`config.mk`:
```
export PLATFORM = sky130hd
export DESIGN_NAME = metaball_field_voxel_eval
export DESIGN_NICKNAME = d
export VERILOG_FILES = /design/src/rtl/core/mbf_pkg.sv /design/src/rtl/core/metaball_field_voxel_eval.sv /design/src/rtl/core/mbf_iter_unit.sv
export SDC_FILE = /design/constraint.sdc
export NUM_CORES = 2
export LEC_CHECK = 0
export BUFFER_PORTS_ARGS = -buffer_cell sky130_fd_sc_hd__buf_2
export CAP_MARGIN = 20
export CORE_MARGIN = 3
export CORE_UTILIZATION = 40
export DETAILED_ROUTE_END_ITERATION = 10
export PLACE_DENSITY = 0.62
export SLEW_MARGIN = 20
export SYNTH_ARGS = -nofsm -noshare
export SYNTH_HDL_FRONTEND = slang
export SYNTH_HIERARCHICAL = 1
export SYNTH_SLANG_ARGS = --single-unit
export TNS_END_PERCENT = 10
```
`constraint.sdc`:
```
create_clock -name i_clk -period 25.9 [get_ports i_clk]
set_input_delay 2.59 -clock i_clk [delete_from_list [all_inputs] [get_ports i_clk]]
set_output_delay 2.59 -clock i_clk [all_outputs]
set_load 0.01 [all_outputs]
```
`src/rtl/core/mbf_pkg.sv`:
```
// ----------------------------------------------------------------------------
// mbf_pkg
// Shared types and constants of the metaball voxel field evaluator.
// ----------------------------------------------------------------------------
package mbf_pkg;
    localparam int MAX_BALLS = 8;
    localparam int GRID_SIZE = 8;
    localparam int BALL_W    = $clog2(MAX_BALLS);
    localparam int CNT_W     = $clog2(MAX_BALLS + 1);

    // distance squared: 3 * (2^16)^2 < 2^34
    localparam int SQ_W   = 34;
    localparam int DIST_W = 17;
    localparam int DEN_W  = 18;
    localparam int NUM_W  = 40;
    localparam int SUM_W  = 44;

    localparam logic [1:0] REQ_LOAD    = 2'd0;
    localparam logic [1:0] REQ_ADVANCE = 2'd1;
    localparam logic [1:0] REQ_VOXEL   = 2'd2;
    localparam logic [1:0] REQ_RSVD    = 2'd3;

    localparam logic CFG_RADIUS = 1'b0;
    localparam logic CFG_COUNT  = 1'b1;

    localparam logic [DEN_W-1:0] DEN_BIAS = DEN_W'(3072);
    localparam logic signed [17:0] TOP_POS = 18'(GRID_SIZE * 4096);

    typedef enum logic [2:0] {
        S_IDLE, S_ADV, S_DIST, S_SQRT, S_DIV, S_OUT
    } t_state;

    // start and done between sequencer and the iterative divide/sqrt unit
    typedef struct packed {
        logic start;
        logic is_sqrt;
    } t_unit_ctl;

    typedef struct packed {
        logic done;
    } t_unit_sts;
endpackage

```
`src/rtl/core/metaball_field_voxel_eval.sv`:
```
// ----------------------------------------------------------------------------
// metaball_field_voxel_eval
// Metaball field evaluator: keeps ball state, advances balls, sums the field.
// ----------------------------------------------------------------------------
// Load is taken in the idle state. Advance steps each active ball axis by
// axis. Voxel: per active ball, a distance step for each axis, then a square
// root and a divide in the shared bit-serial unit. No new item is accepted
// until the result is loaded, which waits while the last one is not taken.
// Synchronous active-low reset clears all ball state and restores the
// default radius and count registers.
module metaball_field_voxel_eval
    import mbf_pkg::*;
(
    input  logic               i_clk,
    input  logic               i_rst_n,
    input  logic               i_cfg_we,
    input  logic               i_cfg_index,
    input  logic [15:0]        i_cfg_data,
    input  logic               i_valid,
    output logic               o_ready,
    input  logic [1:0]         i_req_type,
    input  logic [2:0]         i_ball_index,
    input  logic signed [15:0] i_load_pos_x,
    input  logic signed [15:0] i_load_pos_y,
    input  logic signed [15:0] i_load_pos_z,
    input  logic signed [15:0] i_load_speed_x,
    input  logic signed [15:0] i_load_speed_y,
    input  logic signed [15:0] i_load_speed_z,
    input  logic [2:0]         i_voxel_x,
    input  logic [2:0]         i_voxel_y,
    input  logic [2:0]         i_voxel_z,
    output logic               o_valid,
    input  logic               i_ready,
    output logic [7:0]         o_hue,
    output logic [15:0]        o_field_sum
);
    logic signed [15:0] r_pos [MAX_BALLS][3];
    logic signed [15:0] r_spd [MAX_BALLS][3];
    logic [15:0]        r_radius;
    logic [3:0]         r_count;
    t_state             r_state, n_state;
    logic [BALL_W-1:0]  r_ball;
    logic [1:0]         r_axis;
    logic [SQ_W-1:0]    r_sq;
    logic [SUM_W-1:0]   r_sum;
    logic [2:0]         r_vox [3];
    logic               r_ovalid;
    logic [7:0]         r_hue;
    logic [15:0]        r_fsum;
    logic               r_wait;

    t_unit_ctl          w_ctl;
    t_unit_sts          w_sts;
    logic [NUM_W-1:0]   w_num, w_res;
    logic [DEN_W-1:0]   w_den;
    logic [CNT_W-1:0]   w_n;
    logic               w_last;
    logic               w_acc;
    logic               w_out_load;
    logic signed [16:0] w_d;
    logic signed [33:0] w_dsq;
    logic signed [17:0] w_p1, w_p2;
    logic signed [16:0] w_nspd;
    logic signed [15:0] w_nspd_s;

    assign w_n    = (r_count > 4'(MAX_BALLS)) ? CNT_W'(MAX_BALLS) : CNT_W'(r_count);
    assign w_last = ({1'b0, r_ball} == CNT_W'(w_n - CNT_W'(1)));
    assign o_ready = (r_state == S_IDLE);
    assign w_acc   = i_valid && o_ready;
    // load the output register once the previous result has left or is being taken
    assign w_out_load = (r_state == S_OUT) && (!r_ovalid || i_ready);

    // signed distance on the current axis
    assign w_d = 17'(r_pos[r_ball][r_axis]) - 17'($signed({1'b0, r_vox[r_axis], 12'd0}));
    assign w_dsq = w_d * w_d;

    // advance arithmetic on the current axis
    assign w_p1   = 18'(r_pos[r_ball][r_axis]) + 18'(r_spd[r_ball][r_axis]);
    assign w_nspd = -17'(r_spd[r_ball][r_axis]);
    assign w_nspd_s = (w_nspd > 17'sd32767) ? 16'sh7fff : w_nspd[15:0];
    assign w_p2   = w_p1 + 18'(w_nspd_s);

    always_comb begin
        n_state = r_state;
        unique case (r_state)
            S_IDLE: begin
                if (w_acc) begin
                    if (i_req_type == REQ_ADVANCE && w_n != '0) n_state = S_ADV;
                    else if (i_req_type == REQ_VOXEL) n_state = (w_n != '0) ? S_DIST : S_OUT;
                end
            end
            S_ADV:  if (r_axis == 2'd2 && w_last) n_state = S_IDLE;
            S_DIST: if (r_axis == 2'd2) n_state = S_SQRT;
            S_SQRT: if (w_sts.done) n_state = S_DIV;
            S_DIV:  if (w_sts.done) n_state = w_last ? S_OUT : S_DIST;
            S_OUT:  if (w_out_load) n_state = S_IDLE;
            default: n_state = S_IDLE;
        endcase
    end

    always_comb begin
        w_ctl = '0;
        w_num = '0;
        w_den = '0;
        unique case (r_state)
            S_SQRT: begin
                w_ctl.start   = !r_wait;
                w_ctl.is_sqrt = 1'b1;
                w_num = NUM_W'(r_sq);
            end
            S_DIV: begin
                w_ctl.start = !r_wait;
                w_num = {r_radius, 24'd0};
                w_den = DEN_BIAS + DEN_W'(w_res[DIST_W-1:0]);
            end
            default: ;
        endcase
    end

    mbf_iter_unit u_unit (
        .i_clk  (i_clk),
        .i_rst_n(i_rst_n),
        .i_ctl  (w_ctl),
        .i_num  (w_num),
        .i_den  (w_den),
        .o_sts  (w_sts),
        .o_res  (w_res)
    );

    always_ff @(posedge i_clk) begin
        if (!i_rst_n) begin
            r_state  <= S_IDLE;
            r_radius <= 16'd4800;
            r_count  <= 4'd8;
            r_ovalid <= 1'b0;
            r_ball   <= '0;
            r_axis   <= '0;
            r_wait   <= 1'b0;
            for (int b = 0; b < MAX_BALLS; b++) begin
                for (int a = 0; a < 3; a++) begin
                    r_pos[b][a] <= '0;
                    r_spd[b][a] <= '0;
                end
            end
        end else begin
            r_state <= n_state;
            if (i_cfg_we) begin
                if (i_cfg_index == CFG_RADIUS) r_radius <= i_cfg_data;
                else r_count <= i_cfg_data[3:0];
            end
            if (w_out_load) r_ovalid <= 1'b1;
            else if (r_ovalid && i_ready) r_ovalid <= 1'b0;
            r_wait <= w_ctl.start ? 1'b1 : (w_sts.done ? 1'b0 : r_wait);
            unique case (r_state)
                S_IDLE: begin
                    r_ball <= '0;
                    r_axis <= '0;
                    r_sq   <= '0;
                    r_sum  <= '0;
                    r_vox[0] <= i_voxel_x;
                    r_vox[1] <= i_voxel_y;
                    r_vox[2] <= i_voxel_z;
                    if (w_acc && i_req_type == REQ_LOAD &&
                        32'(i_ball_index) < MAX_BALLS) begin
                        r_pos[BALL_W'(i_ball_index)][0] <= i_load_pos_x;
                        r_pos[BALL_W'(i_ball_index)][1] <= i_load_pos_y;
                        r_pos[BALL_W'(i_ball_index)][2] <= i_load_pos_z;
                        r_spd[BALL_W'(i_ball_index)][0] <= i_load_speed_x;
                        r_spd[BALL_W'(i_ball_index)][1] <= i_load_speed_y;
                        r_spd[BALL_W'(i_ball_index)][2] <= i_load_speed_z;
                    end
                end
                S_ADV: begin
                    if (w_p1 < 0 || w_p1 > TOP_POS) begin
                        r_spd[r_ball][r_axis] <= w_nspd_s;
                        r_pos[r_ball][r_axis] <= (w_p2 > 18'sd32767) ? 16'sh7fff :
                            (w_p2 < -18'sd32768) ? 16'sh8000 : w_p2[15:0];
                    end else begin
                        r_pos[r_ball][r_axis] <= (w_p1 > 18'sd32767) ? 16'sh7fff :
                            (w_p1 < -18'sd32768) ? 16'sh8000 : w_p1[15:0];
                    end
                    if (r_axis == 2'd2) begin
                        r_axis <= '0;
                        r_ball <= r_ball + BALL_W'(1);
                    end else begin
                        r_axis <= r_axis + 2'd1;
                    end
                end
                S_DIST: begin
                    r_sq <= r_sq + SQ_W'(unsigned'(w_dsq));
                    r_axis <= (r_axis == 2'd2) ? 2'd0 : r_axis + 2'd1;
                end
                S_DIV: begin
                    if (w_sts.done) begin
                        r_sum  <= r_sum + SUM_W'(w_res);
                        r_sq   <= '0;
                        r_ball <= r_ball + BALL_W'(1);
                    end
                end
                S_OUT: begin
                    if (w_out_load) begin
                        r_hue  <= r_sum[23:16];
                        r_fsum <= (r_sum[SUM_W-1:32] != '0) ? 16'hffff : r_sum[31:16];
                    end
                end
                default: ;
            endcase
        end
    end

    assign o_valid     = r_ovalid;
    assign o_hue       = r_hue;
    assign o_field_sum = r_fsum;

    assert property (@(posedge i_clk) disable iff (!i_rst_n)
        r_ovalid && !i_ready |=> r_ovalid && $stable(r_fsum))
        else $error("result dropped while stalled");
    assert property (@(posedge i_clk) disable iff (!i_rst_n)
        (r_state != S_IDLE) |-> !o_ready)
        else $error("ready while busy");
    assert property (@(posedge i_clk) disable iff (!i_rst_n)
        w_ctl.start |=> !w_ctl.start)
        else $error("unit restarted");
endmodule

```
`src/rtl/core/mbf_iter_unit.sv`:
```
// ----------------------------------------------------------------------------
// mbf_iter_unit
// Shared bit-serial unit: integer square root of SQ_W bits or restoring
// division of NUM_W by DEN_W bits, one result bit per cycle while busy.
// ----------------------------------------------------------------------------
module mbf_iter_unit
    import mbf_pkg::*;
(
    input  logic              i_clk,
    input  logic              i_rst_n,
    input  t_unit_ctl         i_ctl,
    input  logic [NUM_W-1:0]  i_num,
    input  logic [DEN_W-1:0]  i_den,
    output t_unit_sts         o_sts,
    output logic [NUM_W-1:0]  o_res
);
    localparam int RW = DEN_W + 2;
    localparam int IW = $clog2(NUM_W + 1);

    logic [NUM_W-1:0] r_q, n_q;
    logic [RW-1:0]    r_rem, n_rem;
    logic [NUM_W-1:0] r_src, n_src;
    logic [DEN_W-1:0] r_den;
    logic [IW-1:0]    r_cnt, n_cnt;
    logic             r_sqrt, r_busy, r_done;
    logic [RW-1:0]    w_trial, w_sub;

    always_comb begin
        n_src = r_src;
        n_q   = r_q;
        n_rem = r_rem;
        n_cnt = r_cnt;
        if (r_sqrt) begin
            // bring down two bits, trial 4*root+1
            w_trial = {r_rem[RW-3:0], r_src[NUM_W-1 -: 2]};
            w_sub   = {r_q[RW-3:0], 2'b01};
            n_src   = {r_src[NUM_W-3:0], 2'b00};
        end else begin
            w_trial = {r_rem[RW-2:0], r_src[NUM_W-1]};
            w_sub   = RW'(r_den);
            n_src   = {r_src[NUM_W-2:0], 1'b0};
        end
        if (w_trial >= w_sub) begin
            n_rem = w_trial - w_sub;
            n_q   = {r_q[NUM_W-2:0], 1'b1};
        end else begin
            n_rem = w_trial;
            n_q   = {r_q[NUM_W-2:0], 1'b0};
        end
        n_cnt = r_cnt - IW'(1);
    end

    always_ff @(posedge i_clk) begin
        if (!i_rst_n) begin
            r_busy <= 1'b0;
            r_done <= 1'b0;
        end else begin
            r_done <= 1'b0;
            if (i_ctl.start) begin
                r_busy <= 1'b1;
            end else if (r_busy) begin
                if (r_cnt == IW'(1)) begin
                    r_busy <= 1'b0;
                    r_done <= 1'b1;
                end
            end
        end
    end

    always_ff @(posedge i_clk) begin
        if (i_ctl.start) begin
            r_sqrt <= i_ctl.is_sqrt;
            r_den  <= i_den;
            r_rem  <= '0;
            r_q    <= '0;
            if (i_ctl.is_sqrt) begin
                r_src <= {i_num[SQ_W-1:0], {(NUM_W-SQ_W){1'b0}}};
                r_cnt <= IW'(SQ_W / 2);
            end else begin
                r_src <= i_num;
                r_cnt <= IW'(NUM_W);
            end
        end else if (r_busy) begin
            r_src <= n_src;
            r_q   <= n_q;
            r_rem <= n_rem;
            r_cnt <= n_cnt;
        end
    end

    assign o_sts.done = r_done;
    assign o_res      = r_q;
endmodule
```
==> flow_summary.ini <==
[status]
status = completed

[sta]
worst_hold_slack_ns = 0.459
maxSlewHeadroom = 0.206
finalHoldViolCount = 0
setup_viol_count_final = 0
final.setup.tns_ns = 0
period_share = 0.446
finalClockSkew_ns = 0.0974
worst_pin_slew_ns = 1.18
slew_violations = 0
rsz0062_at_grt = no
period_needed_ns = 11.56
fmax_mhz = 86.5

[drt]
ant_nets = 0
vias_per_cell = 5.74
drt_iter0_markers = 4307
wire_per_inst_um = 23.9
drt_wl_total_um = 187000
vias = 45029
drt-pass1-iter-count = 5
drc = 0

[critical_path]
regToRegSetupSlack_ns = 14.34
crit_slowest_cell = buf_4
worstPathArrival_ns = 12.00
cp_max_fo = 50
end_kind = register
reg2regPathDepth = 36
critPathRequiredTime_ns = 26.34
critPathMaxStageDelay_ns = 0.78
reg2reg_to = r_sq[31]
start_kind = register
crit_type = register to register

[die]
die_w_um = 406
initial_core_util = 0.404
pin_count = 158
dieArea_mm2 = 0.165
die_h_um = 406
rows = 146
core_mm2 = 0.159

[clocking]
h-tree-depth = 3
post_cts_resized = 0
numCtsBuffers = 108
clk_latency_ns = 0.81
clk_pin_slew_ns = 0.06
clock-sinks = 1040
clockRootBuffer = clkbuf_16
cts_tree = done
clk_path_buf_depth = 3
cts_setup_buffers = 0
hold_buffers = 0

[placement]
place.gp.congestion = 0.930
post_dp_cell_area_mm2 = 0.0665
dp.final_hpwl_um = 130000
io_buffers = 157

[synth]
ys_seq_elements = 1040
ys_top_cells_by_area = edfxtp_1 (44%), fa_1 (9.9%), mux4_2 (5.8%), nor2_1 (5.7%), ha_1 (4.2%)
synth-edff-count = 944
synth_top_cell_by_area = edfxtp_1
syn_area_per_cell_um2 = 11.3
synth_ff_type = edfxtp_1
netlist_area_mm2 = 0.0641
synth_cells = 5670
async_reset_ff_frac = 0
yosysTopAreaCellShare = 0.442
synth_cell_types = 106
synth_warnings = 6
synth-seq-area-share = 0.472
syn-num-nets = 6333

[layout]
layout_commonest_cell = nor2_1
final_cell_mix = nor2_1 (968), edfxtp_1 (944), inv_1 (474), nand2_1 (397), fa_1 (318)
finalInstanceArea_mm2 = 0.0700
drive_gt1_frac = 0.117
fillers = 14728
syn2layout_area_growth_pct = 9.20
nets = 6345

[grt]
grt_use_total = 0.225
antenna_found_initial = 9
grt_pass1_vias = 44837
grt_pass1_wl_um = 281000
grt_max_degree = 92
grt.overflow.total = 0

[min_path]
hold_end = r_radius[15]
hp-class = register to register
hp-start = r_radius[15]
min_path_cells = 2

[run]
drv_cap = 0
==> worst max path at each step <==
stage / cells past startpoint / slack (ns) / to / from
floorplan: 43 / 15.57 / r_sq[31] / register
global placement: 36 / 14.82 / r_sq[31] / register
detailed placement: 36 / 14.61 / r_sq[31] / register
CTS: 36 / 14.54 / r_sq[31] / register
global route: 36 / 13.81 / r_sq[31] / register
finish: 36 / 14.34 / r_sq[31] / register
==> synthesized netlist by cell type (all sizes together), types with 31 or more instances <==
library cell / number
nor2: 972
o22ai: 41
a21o: 44
mux2i: 200
fa: 318
nor3: 214
nand3: 73
nor2b: 59
buf: 143
ha: 213
nand2b: 39
xnor2: 71
a21oi: 209
or2: 31
nand2: 399
dfxtp: 96
o21ai: 132
inv: 478
xor2: 56
clkbuf: 171
mux4: 164
and2: 60
a211oi: 76
edfxtp: 944
==> routing by layer <==
layer	global-route usage	up-vias	wire (um)
li1	-	20163	-
met1	0.307	22377	77100
met2	0.352	2116	84500
met3	0.0499	369	18200
met4	0.0867	4	7450
met5	0	-	32
==> kinds of logic after synthesis <==
group	after synthesis	synth area share
XOR/XNOR	127	0.0174
AO/OA/AOI/OAI	784	0.0839
adder cells (fa/ha/maj)	536	0.142
AND/OR/NAND/NOR	1994	0.139
buffers and inverters	802	0.0529
multiplexers	387	0.0929
flip-flops	1040	0.472
==> through the flow <==
stage | setup WS (ns) | std cells | util
finish | 14.34 | 7851 | 0.441
global placement | 14.82 | 7644 | 0.419
floorplan | 15.57 | 5670 | -
detailed placement | 14.61 | 7644 | 0.419
CTS | 14.54 | 7846 | 0.441
global route | 13.81 | 7847 | 0.441
==> layout make-up <==
type / instances / area (um2) / area share
Inverter: 485 / 1820 / 0.0260
Tap cell: 2072 / 2590 / 0.0370
Timing Repair Buffer: 219 / 1260 / 0.0181
Multi-Input combinational cell: 3828 / 30500 / 0.436
Clock buffer: 133 / 2840 / 0.0405
Clock inverter: 69 / 654 / 0.00935
Antenna cell: 5 / 12.5 / 0.000179
Sequential cell: 1040 / 30300 / 0.433
==> registers in the layout, indices dropped and copies added, names as in the netlist, 4 cells and up, named ones only <==
signal	cells
r_count	4
o_hue	8
u_unit/r_src	40
r_sq	34
u_unit/r_cnt	6
o_field_sum	16
u_unit/r_rem	19
u_unit/r_den	18
r_radius	16
r_sum	44
r_vox	9
u_unit/o_res	40
r_spd	384
r_pos	384
==> critical path: cells and delay by family, from the launching register on <==
family,cells,cell delay (ns)
adder cells (fa/ha/maj),8,3.48
AO/OA/AOI/OAI,10,2.27
AND/OR/NAND/NOR,6,1.08
multiplexers,1,0.38
flip-flops,1,0.67
XOR/XNOR,2,0.95
buffers and inverters,9,2.35
Power is not shown: default switching activity piles up to over one toggle a cycle in this logic, so the estimate is an artifact.
